==> config.mk <==
export PLATFORM = sky130hd
export DESIGN_NAME = periodic_task_due_scheduler
export DESIGN_NICKNAME = d
export VERILOG_FILES = /design/src/rtl/pdts_pkg.sv /design/src/rtl/pdts_chan_table.sv /design/src/rtl/pdts_serial_path.sv /design/src/rtl/periodic_task_due_scheduler.sv
export SDC_FILE = /design/constraint.sdc
export NUM_CORES = 2
export LEC_CHECK = 0
export BUFFER_PORTS_ARGS = -buffer_cell sky130_fd_sc_hd__buf_2
export CORE_UTILIZATION = 66
export DETAILED_ROUTE_END_ITERATION = 12
export GPL_TIMING_DRIVEN = 0
export PLACE_DENSITY_LB_ADDON = 0.3
export SYNTH_ARGS = -nofsm -noshare
export SYNTH_HDL_FRONTEND = slang
export SYNTH_HIERARCHICAL = 1
export SYNTH_SLANG_ARGS = --single-unit
export TNS_END_PERCENT = 5
==> constraint.sdc <==
create_clock -name clk -period 20.3 [get_ports clk]
set_input_delay 3.045 -clock clk [delete_from_list [all_inputs] [get_ports clk]]
set_output_delay 3.045 -clock clk [all_outputs]
set_load 0.05 [all_outputs]
==> src/rtl/pdts_pkg.sv <==
// shared constants, codes and control structs of the periodic task due scheduler
// no dependencies; imported by every module under rtl
package pdts_pkg;

  // time words and the serial digit that walks them
  localparam int TIME_W      = 32;
  localparam int DIGIT_W     = 8;
  localparam int NUM_DIG     = TIME_W / DIGIT_W;
  localparam int DIG_CNT_W   = (NUM_DIG > 1) ? $clog2(NUM_DIG) : 1;

  // table size default and register reset values
  localparam int MAX_TASKS_DEFAULT = 8;
  localparam logic [TIME_W-1:0] MIN_SLEEP_RESET = TIME_W'(8);

  // field widths of the stream words
  localparam int OPCODE_W   = 2;
  localparam int SLOT_IN_W  = 8;
  localparam int STATUS_W   = 2;
  localparam int ASSIGNED_W = 3;
  localparam int DUE_W      = 8;
  localparam int MODE_W     = 3;
  localparam int CFG_IDX_W  = 2;

  // input word layout, lowest bit first
  localparam int IN_CUR_LSB  = 0;
  localparam int IN_PER_LSB  = IN_CUR_LSB + TIME_W;
  localparam int IN_RUN_LSB  = IN_PER_LSB + TIME_W;
  localparam int IN_SLOT_LSB = IN_RUN_LSB + 1;
  localparam int IN_GNT_LSB  = IN_SLOT_LSB + SLOT_IN_W;
  localparam int IN_USED_W   = IN_GNT_LSB + TIME_W;
  localparam int IN_DATA_W   = ((IN_USED_W + 7) / 8) * 8;

  // result word layout, lowest bit first
  localparam int OUT_USED_W = ASSIGNED_W + DUE_W + TIME_W + 1 + TIME_W;
  localparam int OUT_DATA_W = ((OUT_USED_W + 7) / 8) * 8;

  // operation codes
  localparam logic [OPCODE_W-1:0] OP_ADD        = 2'd0;
  localparam logic [OPCODE_W-1:0] OP_SET_PERIOD = 2'd1;
  localparam logic [OPCODE_W-1:0] OP_POLL       = 2'd2;

  // status codes
  localparam logic [STATUS_W-1:0] ST_OK       = 2'd0;
  localparam logic [STATUS_W-1:0] ST_FULL     = 2'd1;
  localparam logic [STATUS_W-1:0] ST_BAD_SLOT = 2'd2;

  // configuration register indexes
  localparam logic [CFG_IDX_W-1:0] REG_SLEEP_MODE = 2'd0;
  localparam logic [CFG_IDX_W-1:0] REG_MIN_SLEEP  = 2'd1;

  // serial datapath commands
  localparam int CMD_W = 4;
  localparam logic [CMD_W-1:0] CMD_IDLE      = 4'd0;
  localparam logic [CMD_W-1:0] CMD_LOAD_NOW  = 4'd1;
  localparam logic [CMD_W-1:0] CMD_STEP_NOW  = 4'd2;
  localparam logic [CMD_W-1:0] CMD_LOAD_CHAN = 4'd3;
  localparam logic [CMD_W-1:0] CMD_STEP_CHAN = 4'd4;
  localparam logic [CMD_W-1:0] CMD_END_CHAN  = 4'd5;
  localparam logic [CMD_W-1:0] CMD_LOAD_FIN  = 4'd6;
  localparam logic [CMD_W-1:0] CMD_STEP_FIN  = 4'd7;
  localparam logic [CMD_W-1:0] CMD_END_FIN   = 4'd8;

  // sequencer to datapath
  typedef struct packed {
    logic [CMD_W-1:0] cmd;
    logic             sleep_ok;  // sleep enabled and some channel ran
  } dp_ctl_t;

  // datapath to sequencer
  typedef struct packed {
    logic chan_due;    // valid during the channel end step
    logic sleep_take;  // valid during the final end step
  } dp_stat_t;

  // channel table write strobes
  typedef struct packed {
    logic we_period;
    logic we_last;
  } tbl_wr_t;

endpackage

==> src/rtl/pdts_chan_table.sv <==
// channel table: period and last-run time of every channel
// depends on pdts_pkg; written by the sequencer, read one channel at a time
module pdts_chan_table import pdts_pkg::*; #(
  parameter int MAX_TASKS = MAX_TASKS_DEFAULT,
  parameter int IDX_W     = (MAX_TASKS > 1) ? $clog2(MAX_TASKS) : 1
) (
  input  logic              clk,
  input  tbl_wr_t           wr,
  input  logic [IDX_W-1:0]  wr_idx,
  input  logic [TIME_W-1:0] wr_period,
  input  logic [TIME_W-1:0] wr_last,
  input  logic [IDX_W-1:0]  rd_idx,
  output logic [TIME_W-1:0] rd_period,
  output logic [TIME_W-1:0] rd_last
);

  logic [TIME_W-1:0] period_mem [MAX_TASKS];
  logic [TIME_W-1:0] last_mem   [MAX_TASKS];
  logic [TIME_W-1:0] rd_period_r;
  logic [TIME_W-1:0] rd_last_r;

  // entries hold nothing meaningful until an add or set period writes them
  always_ff @(posedge clk) begin
    if (wr.we_period) begin
      period_mem[wr_idx] <= wr_period;
    end
    if (wr.we_last) begin
      last_mem[wr_idx] <= wr_last;
    end
  end

  // registered read port, addressed in the cycle before use
  always_ff @(posedge clk) begin
    rd_period_r <= period_mem[rd_idx];
    rd_last_r   <= last_mem[rd_idx];
  end

  assign rd_period = rd_period_r;
  assign rd_last   = rd_last_r;

endmodule

==> src/rtl/pdts_serial_path.sv <==
// digit-serial time datapath: adjusted time, due test, minimum and sleep offset
// depends on pdts_pkg; all words rotate one digit per cycle, lowest digit first
module pdts_serial_path import pdts_pkg::*; (
  input  logic              clk,
  input  logic              rst_n,
  input  dp_ctl_t           ctl,
  input  logic [TIME_W-1:0] cur_ms,
  input  logic [TIME_W-1:0] period_in,
  input  logic [TIME_W-1:0] granted,
  input  logic [TIME_W-1:0] min_sleep,
  input  logic [TIME_W-1:0] chan_period,
  input  logic [TIME_W-1:0] chan_last,
  output dp_stat_t          stat,
  output logic [TIME_W-1:0] now_word,
  output logic [TIME_W-1:0] alt_word,
  output logic [TIME_W-1:0] next_word
);

  localparam int HI = TIME_W - 1;
  localparam int D  = DIGIT_W;

  logic [TIME_W-1:0] now_sh_r;  // adjusted time
  logic [TIME_W-1:0] x_sh_r;    // first operand
  logic [TIME_W-1:0] y_sh_r;    // second operand
  logic [TIME_W-1:0] w_sh_r;    // collected result word
  logic [TIME_W-1:0] nx_sh_r;   // running minimum ticks to next due
  logic [TIME_W-1:0] off_r;     // sleep offset
  logic [4:0]        c_r;       // carries and borrows of the serial chains
  logic              ones_r;    // minimum is all ones so far

  logic [D-1:0] nd, xd, yd, od, qd;
  logic [D:0]   s0, s1, b0, b1, b2, b3, b4, f0, f1;
  logic [TIME_W-1:0] new_next;

  function automatic logic [D:0] dig_add(input logic [D-1:0] a, input logic [D-1:0] b,
                                         input logic ci);
    dig_add = {1'b0, a} + {1'b0, b} + {{D{1'b0}}, ci};
  endfunction

  // top bit of the result is the borrow
  function automatic logic [D:0] dig_sub(input logic [D-1:0] a, input logic [D-1:0] b,
                                         input logic bi);
    dig_sub = {1'b0, a} - {1'b0, b} - {{D{1'b0}}, bi};
  endfunction

  // one digit of every chain
  always_comb begin
    nd = now_sh_r[D-1:0];
    xd = x_sh_r[D-1:0];
    yd = y_sh_r[D-1:0];
    od = off_r[D-1:0];
    qd = nx_sh_r[D-1:0];
    // adjusted time and its backdated value
    s0 = dig_add(xd, od, c_r[0]);
    s1 = dig_add(s0[D-1:0], yd, c_r[1]);
    // since last run, due test, time left and the two minimum compares
    b0 = dig_sub(nd, xd, c_r[0]);
    b1 = dig_sub(b0[D-1:0], yd, c_r[1]);
    b2 = dig_sub(yd, b0[D-1:0], c_r[2]);
    b3 = dig_sub(b2[D-1:0], qd, c_r[3]);
    b4 = dig_sub(yd, qd, c_r[4]);
    // threshold compare and offset sum
    f0 = dig_sub(qd, xd, c_r[0]);
    f1 = dig_add(od, yd, c_r[1]);
  end

  // due channel restarts its full period, otherwise what is left of it
  always_comb begin
    new_next = nx_sh_r;
    if (!c_r[1]) begin
      if (c_r[4]) begin
        new_next = y_sh_r;
      end
    end else if (c_r[3]) begin
      new_next = w_sh_r;
    end
  end

  assign stat.chan_due   = ~c_r[1];
  assign stat.sleep_take = ctl.sleep_ok & ~c_r[0] & ~ones_r;

  // operand and result shift registers
  always_ff @(posedge clk) begin
    case (ctl.cmd)
      CMD_LOAD_NOW: begin
        x_sh_r  <= cur_ms;
        y_sh_r  <= ~period_in;
        nx_sh_r <= '1;
        c_r     <= '0;
      end
      CMD_STEP_NOW: begin
        now_sh_r <= {s0[D-1:0], now_sh_r[HI:D]};
        w_sh_r   <= {s1[D-1:0], w_sh_r[HI:D]};
        x_sh_r   <= {x_sh_r[D-1:0], x_sh_r[HI:D]};
        y_sh_r   <= {y_sh_r[D-1:0], y_sh_r[HI:D]};
        c_r[0]   <= s0[D];
        c_r[1]   <= s1[D];
      end
      CMD_LOAD_CHAN: begin
        x_sh_r <= chan_last;
        y_sh_r <= chan_period;
        c_r    <= '0;
      end
      CMD_STEP_CHAN: begin
        now_sh_r <= {now_sh_r[D-1:0], now_sh_r[HI:D]};
        x_sh_r   <= {x_sh_r[D-1:0], x_sh_r[HI:D]};
        y_sh_r   <= {y_sh_r[D-1:0], y_sh_r[HI:D]};
        nx_sh_r  <= {nx_sh_r[D-1:0], nx_sh_r[HI:D]};
        w_sh_r   <= {b2[D-1:0], w_sh_r[HI:D]};
        c_r      <= {b4[D], b3[D], b2[D], b1[D], b0[D]};
      end
      CMD_END_CHAN: begin
        nx_sh_r <= new_next;
      end
      CMD_LOAD_FIN: begin
        x_sh_r <= min_sleep;
        y_sh_r <= granted;
        c_r    <= '0;
        ones_r <= 1'b1;
      end
      CMD_STEP_FIN: begin
        nx_sh_r <= {nx_sh_r[D-1:0], nx_sh_r[HI:D]};
        x_sh_r  <= {x_sh_r[D-1:0], x_sh_r[HI:D]};
        y_sh_r  <= {y_sh_r[D-1:0], y_sh_r[HI:D]};
        w_sh_r  <= {f1[D-1:0], w_sh_r[HI:D]};
        c_r[0]  <= f0[D];
        c_r[1]  <= f1[D];
        ones_r  <= ones_r & (&qd);
      end
      default: begin
      end
    endcase
  end

  // sleep offset rotates with each pass that reads it and takes the new sum on a sleep
  always_ff @(posedge clk) begin
    if (!rst_n) begin
      off_r <= '0;
    end else begin
      case (ctl.cmd)
        CMD_STEP_NOW, CMD_STEP_FIN: begin
          off_r <= {off_r[D-1:0], off_r[HI:D]};
        end
        CMD_END_FIN: begin
          if (stat.sleep_take) begin
            off_r <= w_sh_r;
          end
        end
        default: begin
        end
      endcase
    end
  end

  assign now_word  = now_sh_r;
  assign alt_word  = w_sh_r;
  assign next_word = nx_sh_r;

endmodule

==> src/rtl/periodic_task_due_scheduler.sv <==
// Periodic task due scheduler, top level: stream ports, sequencer and configuration.
// Depends on pdts_pkg, pdts_chan_table and pdts_serial_path.
//
// Keeps up to MAX_TASKS periodic channels and answers one command word at a time:
// add a channel, set a channel's period, or poll at the current millisecond time.
// Time words go through an 8-bit digit-serial datapath in 32-bit passes.
// A poll runs one time pass, then a load, a pass and an update step per stored
// channel, then one pass for the sleep decision; an add runs a time pass and a
// table write (a full table answers without a pass), set period and unused codes
// go straight to the output, and any command may wait on out_tready.
// The next command word is taken once the current one has moved to the output
// register. Configuration writes are taken at any time with cfg_ready held high
// and must only be issued while no command is in flight. There is no clearing
// pass after reset; channel entries are valid once an add writes them.
module periodic_task_due_scheduler import pdts_pkg::*; #(
  parameter int MAX_TASKS = MAX_TASKS_DEFAULT
) (
  input  logic                  clk,
  input  logic                  rst_n,
  // command words
  input  logic                  in_tvalid,
  output logic                  in_tready,
  // current_ms, period_value, run_now, task_slot, granted_sleep, zero pad
  input  logic [IN_DATA_W-1:0]  in_tdata,
  // opcode
  input  logic [OPCODE_W-1:0]   in_tuser,
  // result words
  output logic                  out_tvalid,
  input  logic                  out_tready,
  // assigned_slot, due_mask, next_due_ticks, sleep_taken, time_slept, zero pad
  output logic [OUT_DATA_W-1:0] out_tdata,
  // status
  output logic [STATUS_W-1:0]   out_tuser,
  // register writes
  input  logic                  cfg_valid,
  output logic                  cfg_ready,
  input  logic [CFG_IDX_W-1:0]  cfg_index,
  input  logic [TIME_W-1:0]     cfg_data
);

  localparam int CNT_W = $clog2(MAX_TASKS + 1);
  localparam int IDX_W = (MAX_TASKS > 1) ? $clog2(MAX_TASKS) : 1;

  // sequencer states
  localparam int SW = 4;
  localparam logic [SW-1:0] S_IDLE    = 4'd0;
  localparam logic [SW-1:0] S_NOW_LD  = 4'd1;
  localparam logic [SW-1:0] S_NOW     = 4'd2;
  localparam logic [SW-1:0] S_ADD_WR  = 4'd3;
  localparam logic [SW-1:0] S_CH_LD   = 4'd4;
  localparam logic [SW-1:0] S_CH      = 4'd5;
  localparam logic [SW-1:0] S_CH_END  = 4'd6;
  localparam logic [SW-1:0] S_FIN_LD  = 4'd7;
  localparam logic [SW-1:0] S_FIN     = 4'd8;
  localparam logic [SW-1:0] S_FIN_END = 4'd9;
  localparam logic [SW-1:0] S_OUT     = 4'd10;

  logic [SW-1:0]        state_r, state_nxt;
  logic [CNT_W-1:0]     count_r;
  logic [CNT_W-1:0]     ch_r;
  logic [DIG_CNT_W-1:0] dig_r;
  logic                 out_tvalid_r;
  logic [MODE_W-1:0]    sleep_mode_r;
  logic [TIME_W-1:0]    min_sleep_r;

  // captured command fields
  logic [TIME_W-1:0] cur_r, per_r, gnt_r;
  logic              run_now_r;
  logic              op_add_r;
  logic              ran_r;

  // result being built
  logic [STATUS_W-1:0]   res_status_r;
  logic [ASSIGNED_W-1:0] res_slot_r;
  logic [DUE_W-1:0]      res_due_r;
  logic                  res_sleep_r;
  logic [TIME_W-1:0]     res_slept_r;
  logic                  res_poll_r;

  // output register
  logic [STATUS_W-1:0]   out_status_r;
  logic [ASSIGNED_W-1:0] out_slot_r;
  logic [DUE_W-1:0]      out_due_r;
  logic [TIME_W-1:0]     out_next_r;
  logic                  out_sleep_r;
  logic [TIME_W-1:0]     out_slept_r;

  // input fields
  logic [OPCODE_W-1:0]  in_op;
  logic [TIME_W-1:0]    in_cur, in_per, in_gnt;
  logic                 in_run;
  logic [SLOT_IN_W-1:0] in_slot;
  logic                 in_acc, out_free, dig_last, room, slot_ok;

  dp_ctl_t           dp_ctl;
  dp_stat_t          dp_stat;
  tbl_wr_t           tbl_wr;
  logic [IDX_W-1:0]  wr_idx;
  logic [TIME_W-1:0] wr_period, wr_last;
  logic [TIME_W-1:0] rd_period, rd_last;
  logic [TIME_W-1:0] now_word, alt_word, next_word;
  logic [CNT_W-1:0]  ch_inc;
  logic [IDX_W-1:0]  rd_idx;

  assign in_op   = in_tuser;
  assign in_cur  = in_tdata[IN_CUR_LSB +: TIME_W];
  assign in_per  = in_tdata[IN_PER_LSB +: TIME_W];
  assign in_run  = in_tdata[IN_RUN_LSB];
  assign in_slot = in_tdata[IN_SLOT_LSB +: SLOT_IN_W];
  assign in_gnt  = in_tdata[IN_GNT_LSB +: TIME_W];

  assign in_tready = (state_r == S_IDLE);
  assign in_acc    = in_tvalid & in_tready;
  assign out_free  = ~out_tvalid_r | out_tready;
  assign dig_last  = (dig_r == DIG_CNT_W'(NUM_DIG - 1));
  assign room      = (count_r < CNT_W'(MAX_TASKS));
  assign slot_ok   = (32'(in_slot) < MAX_TASKS);
  assign cfg_ready = 1'b1;

  // next state
  always_comb begin
    state_nxt = state_r;
    case (state_r)
      S_IDLE: begin
        if (in_acc) begin
          case (in_op)
            OP_ADD:  state_nxt = room ? S_NOW_LD : S_OUT;
            OP_POLL: state_nxt = S_NOW_LD;
            default: state_nxt = S_OUT;
          endcase
        end
      end
      S_NOW_LD: state_nxt = S_NOW;
      S_NOW: begin
        if (dig_last) begin
          if (op_add_r) begin
            state_nxt = S_ADD_WR;
          end else if (count_r == '0) begin
            state_nxt = S_FIN_LD;
          end else begin
            state_nxt = S_CH_LD;
          end
        end
      end
      S_ADD_WR: state_nxt = S_OUT;
      S_CH_LD:  state_nxt = S_CH;
      S_CH: begin
        if (dig_last) begin
          state_nxt = S_CH_END;
        end
      end
      S_CH_END: state_nxt = (ch_r + CNT_W'(1) == count_r) ? S_FIN_LD : S_CH_LD;
      S_FIN_LD: state_nxt = S_FIN;
      S_FIN: begin
        if (dig_last) begin
          state_nxt = S_FIN_END;
        end
      end
      S_FIN_END: state_nxt = S_OUT;
      S_OUT: begin
        if (out_free) begin
          state_nxt = S_IDLE;
        end
      end
      default: state_nxt = S_IDLE;
    endcase
  end

  // datapath command per state
  always_comb begin
    dp_ctl.sleep_ok = (sleep_mode_r != '0) & ran_r;
    case (state_r)
      S_NOW_LD:  dp_ctl.cmd = CMD_LOAD_NOW;
      S_NOW:     dp_ctl.cmd = CMD_STEP_NOW;
      S_CH_LD:   dp_ctl.cmd = CMD_LOAD_CHAN;
      S_CH:      dp_ctl.cmd = CMD_STEP_CHAN;
      S_CH_END:  dp_ctl.cmd = CMD_END_CHAN;
      S_FIN_LD:  dp_ctl.cmd = CMD_LOAD_FIN;
      S_FIN:     dp_ctl.cmd = CMD_STEP_FIN;
      S_FIN_END: dp_ctl.cmd = CMD_END_FIN;
      default:   dp_ctl.cmd = CMD_IDLE;
    endcase
  end

  // table writes: set period, add, and marking a due channel as run
  always_comb begin
    tbl_wr    = '0;
    wr_idx    = count_r[IDX_W-1:0];
    wr_period = per_r;
    wr_last   = run_now_r ? alt_word : now_word;
    if (state_r == S_IDLE && in_acc && in_op == OP_SET_PERIOD && slot_ok) begin
      tbl_wr.we_period = 1'b1;
      wr_idx           = in_slot[IDX_W-1:0];
      wr_period        = in_per;
    end else if (state_r == S_ADD_WR) begin
      tbl_wr.we_period = 1'b1;
      tbl_wr.we_last   = 1'b1;
    end else if (state_r == S_CH_END && dp_stat.chan_due) begin
      tbl_wr.we_last = 1'b1;
      wr_idx         = ch_r[IDX_W-1:0];
      wr_last        = now_word;
    end
  end

  // table read address moves to the next channel at the end of each channel
  assign ch_inc = ch_r + CNT_W'(1);
  assign rd_idx = (state_r == S_CH_END) ? ch_inc[IDX_W-1:0] : ch_r[IDX_W-1:0];

  pdts_chan_table #(
    .MAX_TASKS (MAX_TASKS),
    .IDX_W     (IDX_W)
  ) u_table (
    .clk       (clk),
    .wr        (tbl_wr),
    .wr_idx    (wr_idx),
    .wr_period (wr_period),
    .wr_last   (wr_last),
    .rd_idx    (rd_idx),
    .rd_period (rd_period),
    .rd_last   (rd_last)
  );

  pdts_serial_path u_path (
    .clk         (clk),
    .rst_n       (rst_n),
    .ctl         (dp_ctl),
    .cur_ms      (cur_r),
    .period_in   (per_r),
    .granted     (gnt_r),
    .min_sleep   (min_sleep_r),
    .chan_period (rd_period),
    .chan_last   (rd_last),
    .stat        (dp_stat),
    .now_word    (now_word),
    .alt_word    (alt_word),
    .next_word   (next_word)
  );

  // control state and configuration registers
  always_ff @(posedge clk) begin
    if (!rst_n) begin
      state_r      <= S_IDLE;
      count_r      <= '0;
      out_tvalid_r <= 1'b0;
      sleep_mode_r <= '0;
      min_sleep_r  <= MIN_SLEEP_RESET;
    end else begin
      state_r <= state_nxt;
      if (state_r == S_ADD_WR) begin
        count_r <= count_r + CNT_W'(1);
      end
      if (state_r == S_OUT && out_free) begin
        out_tvalid_r <= 1'b1;
      end else if (out_tready) begin
        out_tvalid_r <= 1'b0;
      end
      if (cfg_valid && cfg_ready) begin
        case (cfg_index)
          REG_SLEEP_MODE: sleep_mode_r <= cfg_data[MODE_W-1:0];
          REG_MIN_SLEEP:  min_sleep_r  <= cfg_data;
          default: begin
          end
        endcase
      end
    end
  end

  // digit counter of the serial passes
  always_ff @(posedge clk) begin
    if (state_r == S_NOW || state_r == S_CH || state_r == S_FIN) begin
      dig_r <= dig_r + DIG_CNT_W'(1);
    end else begin
      dig_r <= '0;
    end
  end

  // command capture and result assembly
  always_ff @(posedge clk) begin
    if (in_acc) begin
      cur_r        <= in_cur;
      per_r        <= in_per;
      gnt_r        <= in_gnt;
      run_now_r    <= in_run;
      op_add_r     <= (in_op == OP_ADD);
      ran_r        <= 1'b0;
      ch_r         <= '0;
      res_status_r <= ST_OK;
      res_slot_r   <= '0;
      res_due_r    <= '0;
      res_sleep_r  <= 1'b0;
      res_slept_r  <= '0;
      res_poll_r   <= (in_op == OP_POLL);
      case (in_op)
        OP_ADD: begin
          if (!room) begin
            res_status_r <= ST_FULL;
          end
        end
        OP_SET_PERIOD: begin
          if (!slot_ok) begin
            res_status_r <= ST_BAD_SLOT;
          end
        end
        default: begin
        end
      endcase
    end
    if (state_r == S_ADD_WR) begin
      res_slot_r <= ASSIGNED_W'(count_r);
    end
    if (state_r == S_CH_END) begin
      if (dp_stat.chan_due) begin
        ran_r <= 1'b1;
        for (int i = 0; i < DUE_W; i++) begin
          if (32'(ch_r) == i) begin
            res_due_r[i] <= 1'b1;
          end
        end
      end
      ch_r <= ch_r + CNT_W'(1);
    end
    if (state_r == S_FIN_END) begin
      res_sleep_r <= dp_stat.sleep_take;
      res_slept_r <= dp_stat.sleep_take ? gnt_r : '0;
    end
    if (state_r == S_OUT && out_free) begin
      out_status_r <= res_status_r;
      out_slot_r   <= res_slot_r;
      out_due_r    <= res_due_r;
      out_next_r   <= res_poll_r ? next_word : '0;
      out_sleep_r  <= res_sleep_r;
      out_slept_r  <= res_slept_r;
    end
  end

  assign out_tvalid = out_tvalid_r;
  assign out_tuser  = out_status_r;
  assign out_tdata  = {{(OUT_DATA_W - OUT_USED_W){1'b0}}, out_slept_r, out_sleep_r,
                       out_next_r, out_due_r, out_slot_r};

  // table fill never passes its size
  a_count_bound: assert property (@(posedge clk) disable iff (!rst_n)
    count_r <= CNT_W'(MAX_TASKS))
    else $error("channel count beyond table size");

  // walk only visits stored channels
  a_walk_bound: assert property (@(posedge clk) disable iff (!rst_n)
    (state_r == S_CH || state_r == S_CH_END) |-> ch_r < count_r)
    else $error("channel walk past stored channels");

  // a sleep needs a channel still pending
  a_sleep_next: assert property (@(posedge clk) disable iff (!rst_n)
    (out_tvalid_r && out_sleep_r) |-> out_next_r != '1)
    else $error("sleep taken with no channel pending");

  // time slept only reported with a sleep
  a_slept_zero: assert property (@(posedge clk) disable iff (!rst_n)
    (out_tvalid_r && !out_sleep_r) |-> out_slept_r == '0)
    else $error("time slept without a sleep");

  // due channels only show on a successful result
  a_due_status: assert property (@(posedge clk) disable iff (!rst_n)
    (out_tvalid_r && out_due_r != '0) |-> out_status_r == ST_OK)
    else $error("due mask on an error result");

endmodule

; After elaboration in Yosys (flattened, before gate mapping)
; Memories as Yosys holds them, arrays and structs flattened. A register that Yosys moved wholly into a read port is not among the register bits.
; Index checks and enable logic that the tools add are counted.
[totals]
mem_bits_ro = 64
reg_bits = 472
mem_bits_rw = 512
mem_count = 3
out_inout_bits = 85
input_bits = 153
[classes]
reduce_logical = 36
bitwise_logic = 11
eq_ne = 38
n_mux = 72
addsub = 21
n_lt_le_gt_ge = 2
[mem_list]
columns = memory, words, word_bits, rd, rd_ports_with_merged_regs, wr, line
row1 = u_table.last_mem, 8, 32, 1, 1, 1, pdts_chan_table.sv:18  ; logic [TIME_W-1:0] last_mem [MAX_TASKS];
row2 = u_table.period_mem, 8, 32, 1, 1, 1, pdts_chan_table.sv:17  ; logic [TIME_W-1:0] period_mem [MAX_TASKS];
row3 = (no name shown), 16, 4, 1, 1, 0, periodic_task_due_scheduler.sv:172  ; case (state_r)
[ops]
columns = operator, n
row1 = 32-bit 2-to-1 mux, 12
row2 = 32-bit one-hot mux with 4 select lines, 2
row3 = 32-bit one-hot mux with 3 select lines, 2
row4 = 32-bit one-hot mux with 2 select lines, 2
row5 = 8-bit by 8-bit subtractor with 9-bit output, 6
row6 = 9-bit by 1-bit subtractor with 9-bit output, 6
row7 = "4-bit by 3-bit == test with 1-bit output, second input constant", 12
row8 = 4-bit 2-to-1 mux, 10
row9 = 4-bit one-hot mux with 10 select lines, 1
row10 = 32-bit NOT, 1
row11 = 8-bit by 8-bit adder with 9-bit output, 3
row12 = 9-bit by 1-bit adder with 9-bit output, 3
row13 = 1-bit 2-to-1 mux, 25
row14 = "4-bit by 2-bit == test with 1-bit output, second input constant", 6
row15 = 8-bit 2-to-1 mux, 3
row16 = 3-bit 2-to-1 mux, 7
row17 = "4-bit == test, second input constant", 4
row18 = 2-bit nonzero test, 8
row19 = "4-bit by 1-bit == test with 1-bit output, second input constant", 3
row20 = 4-bit logical NOT, 3
row21 = "2-bit != test, second input constant", 5
row22 = 3-bit nonzero test, 3
row23 = "4-bit by 1-bit adder with 4-bit output, second input constant", 2
row24 = "8-bit by 4-bit < comparator with 1-bit output, second input constant", 1
row25 = 27 further kinds, 50

; Depth between registers and ports, before layout
[logic_depth]
depth_word = 8
ltp_mapped = 25

; Hierarchy
; Netlist, hierarchy kept.
[by_module_without_submodules]
columns = module, area_per_inst_um2, instances, seq_area_each_um2, cells_each
row1 = pdts_chan_table, 20589.7, 1, 16656.0, 826
row2 = pdts_serial_path, 12509.5, 1, 5625.4, 1173
row3 = periodic_task_due_scheduler, 10761.6, 1, 7757.4, 726

; Least setup slack after synthesis
; Ideal clock, no wire load.
[synth_timing]
path_type = input port to flip-flop
start = input out_tready
end = register out_due_r[0] (enable)
t_required_ns = 19.690
slack_ns = 11.276
stages = 2
arrival_ns = 8.415
n_path_buf = 0
path_cell_list = nor2b_1 -> nor3_1
[synth_between]
elab_chain_len = 2
[synth_rtl]
columns = element, line
row1 = "start, declared", periodic_task_due_scheduler.sv:29  ; input logic out_tready,
row2 = 1-bit OR, periodic_task_due_scheduler.sv:114  ; assign out_free = ~out_tvalid_r | out_tready;
row3 = 1-bit logical AND, periodic_task_due_scheduler.sv:326  ; if (state_r == S_OUT && out_free) begin
row4 = "end signal, assigned", periodic_task_due_scheduler.sv:329  ; out_due_r <= res_due_r;
row5 = "end, declared", periodic_task_due_scheduler.sv:83  ; logic [DUE_W-1:0] out_due_r;
; Every way passes these cells.
; A chain may end at the register's enable or synchronous reset.

; Final worst setup path
[layout_timing]
start = input in_tvalid
end = memory u_table.period_mem[3][8] (enable)
[layout_between]
elab_cells_between_ends = 8
classes_between = 4 x mux / 1 x bitwise / 3 x reduce/logical
[layout_rtl]
columns = element, line
row1 = "start, declared", periodic_task_due_scheduler.sv:21  ; input logic in_tvalid,
row2 = 1-bit AND, periodic_task_due_scheduler.sv:113  ; assign in_acc = in_tvalid & in_tready;
row3 = net in_acc, periodic_task_due_scheduler.sv:93  ; logic in_acc, out_free, dig_last, room, slot_ok;
row4 = 1-bit logical AND (3 in series), periodic_task_due_scheduler.sv:191  ; if (state_r == S_IDLE && in_acc && in_op == OP_SET_PERIOD && slot_ok) begin
row5 = 3-bit 2-to-1 mux, periodic_task_due_scheduler.sv:191
row6 = net wr_idx[0], periodic_task_due_scheduler.sv:98  ; logic [IDX_W-1:0] wr_idx;
row7 = "end, declared", pdts_chan_table.sv:17
; The timed path passes the listed nets, and every way through them passes these cells.

==> flow_summary.ini <==
[layout]
multi_input_comb_area_um2 = 12660
drive_gt1_share_pct = 24.03
nets = 3369
area_growth_pct = 14.50
fin_area_um2 = 50220
seqCellArea_um2 = 30040
n_fill_cell = 3699

[sta]
finClkSkew_ns = 0.07000
drv_slew = 0
rsz0062_at_grt = no
fin_setup_tns_ns = 0
max_freq_mhz = 156.5
maxSlewHeadroom_pct = 10.67
finalCritPeriodShare_pct = 31.48
tightest_slew_ns = 1.340
setup_violations = 0
hold_violations = 0
setup_ws_ns = 13.91
period_minus_slack_ns = 6.391

[pwr]
p_clk_share_pct = 20.1
switching_share_pct = 38.80
total_power_mw = 9.378
switching_power_mw = 3.639
leakagePower_nw = 18.13
p_seq_share_pct = 36.4
combPwrFrac_pct = 43.5
p_per_area_nw_per_um2 = 186.8
peakVddDrop_v = 0.0002788
internal_power_mw = 5.740

[global_route]
grt_pass1_vias = 26067
grt_pass1_wl_um = 171900
grt_overflow_total = 0
antenna_found_initial = 6
grt_usage_pct = 35.68
grt_start_max_net_pins = 66

[place]
port_buffers = 225
postPlaceCellArea_um2 = 46890
gp_congestion = 0.9880
dp_slack_ns = 13.36
hpwl_um = 83910

[clocking]
post_cts_resize_count = 0
clk_pin_slew_worst_paths_ns = 0.06
htreeDepth = 3
clock_sinks = 1052
cts_tree = yes
cts_made_buffers = 100
cts_hold_buffers = 0
postCtsSetupRepairBufs = 0
cts_root_buf = clkbuf_16
clockBufferDepth = 3
clk_latency_ns = 0.69

[synth]
netlist_area_um2 = 43860
ys_ff_latch = 1052
ys.flop_type = edfxtp_1
synth_cells = 2725
synthesis.yosys.warnings = 6
ys_seq_area_share_pct = 68.49
async_flop_share_pct = 0
synth.avg_cell_area_um2 = 16.10
ys_types = 87
synth_edf_count = 897

[floorplanning]
core_um2 = 65750
initial_utilization_pct = 66.71
std_cell_rows = 94
ios = 238
dieArea_um2 = 67490
dieWidth_um = 259.8
die_h_um = 259.8

[critical_path]
worstSetupEndpointType = flip-flop
rrSetupSlack_ns = 15.04
setup.worst_path.class = in2reg
critPathLaunchType = primary input
reg2reg_to = u_path/c_r[3]$_SDFFCE_PP0P_
cp.arrival_ns = 6.77
required_ns = 20.68
rr_startpoint = u_path/x_sh_r[0]$_DFFE_PP_
r2r_cells = 24
worstPathMaxFanout = 38

[routing]
routedWlPerCell_um = 29.47
dr.pass1.iters = 9
drc_errors = 0
vias = 26493
ant_nets = 0
drt_iter0_drc = 3808
viasPerCell = 6.543
wirelength_um = 119300

[hold_path]
holdPathStages = 0
hold_class = reg2reg
min_from = res_slept_r[26]$_SDFFCE_PN0P_
holdPathEnd = out_slept_r[26]$_DFFE_PP_

[status]
status = completed

[run]
maxCapViolCount = 0
[metrics by stage]
step                util (%)  cells  hold WS, ns
finish                 76.38   4049       0.4152
floorplan                  -   2728       0.3992
detailed placement     71.32   3857       0.4045
global placement       70.09   3817       0.4043
CTS                    76.38   4047       0.4023
global route           76.38   4048       0.4196
[per-layer routing]
metal | global-route usage [%] | share of wire (%)
met5 | 0 | 0.022
met2 | 57.17 | 49
met4 | 12.09 | 3.3
met3 | 6.930 | 10
met1 | 49.56 | 38
[flip-flops by register name, indices dropped and copies added (netlist names), 8 cells and up]
register            count
cur_r                  32
gnt_r                  32
min_sleep_r            32
out_due_r               8
out_next_r             32
out_slept_r            32
per_r                  32
res_due_r               8
res_slept_r            32
u_path/alt_word        32
u_path/next_word       32
u_path/now_word        32
u_path/off_r           32
u_path/x_sh_r          32
u_path/y_sh_r          32
u_table/last_mem      256
u_table/period_mem    256
u_table/rd_last        32
u_table/rd_period      32
[worst max-delay path by stage]
stage,from,to,slack (ns),cells past startpoint
floorplan,out_tready,out_due_r[0]$_DFFE_PP_,11.28,2
global route,in_tvalid,u_table/period_mem[7][9]$_DFFE_PP_,13.82,10
detailed placement,in_tvalid,u_table/period_mem[3][8]$_DFFE_PP_,13.36,10
CTS,in_tvalid,u_table/period_mem[3][8]$_DFFE_PP_,14.00,10
finish,in_tvalid,u_table/period_mem[3][8]$_DFFE_PP_,13.91,10
global placement,out_tready,out_slept_r[28]$_DFFE_PP_,8.47,3
[final cells by class]
cell class | count | area share (%)
flip-flops and latches | 1052 | 59.82
multi-input cells | 1408 | 25.22
clock buffers | 140 | 5.461
repair buffers | 265 | 3.530
well taps | 864 | 2.153
plain buffers | 147 | 1.739
clock inverters | 50 | 1.164
inverters | 121 | 0.9094
diodes | 2 | 0.009966
[synthesized netlist by cell type, types with 6 or more instances]
library cell	number	area (um2)
a211oi_1	7	52.55
fa_1	10	200.2
a21o_1	13	97.59
o21a_1	11	82.58
o21ai_0	33	165.2
nor2b_1	15	93.84
and2_1	69	431.7
a21oi_1	117	585.6
buf_1	16	60.06
a211o_1	6	52.55
or3_1	8	50.05
dfxtp_1	155	3103
a222oi_1	64	640.6
ha_1	111	1389
mux2_2	98	1104
xor2_1	25	219.0
edfxtp_1	897	26940
buf_4	17	127.6
nor3_1	17	85.08
buf_6	30	337.8
nand2b_1	15	93.84
a22o_1	9	78.83
buf_2	26	130.1
mux2_1	30	337.8
nand3_1	9	45.04
nor2_1	146	548.0
inv_1	119	446.7
xnor2_1	16	140.1
o22ai_1	27	168.9
o211ai_1	14	105.1
o211a_1	32	320.3
mux4_2	128	2883
a31oi_1	6	37.54
mux2i_1	103	1031
clkbuf_1	58	217.7
nand2_1	176	660.6
[cells in the final DEF, fill, tap and decap left out, drive strengths merged, types with 10 or more instances in the layout]
master | synthesis | final
edfxtp | 897 | 897
buf | 89 | 354
clkbuf | 58 | 198
nand2 | 179 | 179
dfxtp | 155 | 155
nor2 | 147 | 147
mux2 | 132 | 132
mux4 | 128 | 128
inv | 120 | 124
a21oi | 118 | 118
ha | 111 | 111
mux2i | 103 | 103
and2 | 69 | 69
a222oi | 64 | 64
o21ai | 35 | 35
clkinv | 1 | 35
o211a | 32 | 32
o22ai | 27 | 27
xor2 | 25 | 25
nor3 | 19 | 19
xnor2 | 16 | 16
nand2b | 16 | 16
nor2b | 15 | 15
o211ai | 14 | 14
a21o | 13 | 13
o21a | 11 | 11
fa | 10 | 10
[power groups by stage]
| stage | Clock [mW] | Combinational [mW] | Sequential (mW) |
|---|---|---|---|
| after global placement | 0 | 3.75 | 3.47 |
| after CTS | 1.89 | 4.03 | 3.40 |
| after floorplan | 0 | 2.83 | 3.26 |
| after detailed placement | 0 | 3.97 | 3.44 |
| final | 1.88 | 4.08 | 3.42 |
| after global routing | 1.97 | 4.43 | 3.43 |
[cells by family after synthesis]
kind of cell / after synthesis / share of synthesized area [%]
flops: 1052 / 68.49
simple gates: 497 / 5.369
compound gates: 381 / 6.313
mux: 363 / 12.35
buf+inv: 268 / 3.027
fa+ha+maj: 121 / 3.623
xor+xnor: 41 / 0.8187
other cells: 2 / 0.01712
[critical path, cell delays in order]
cell,delay (ns)
buf_2,0.11
nand2_1,0.12
inv_4,0.44
nand4b_2,0.47
buf_6,0.31
buf_6,0.16
a21oi_1,0.65
nand2b_1,0.43
nor2_4,0.74
buf_16,0.24
Power figures use the tool's default switching activity.
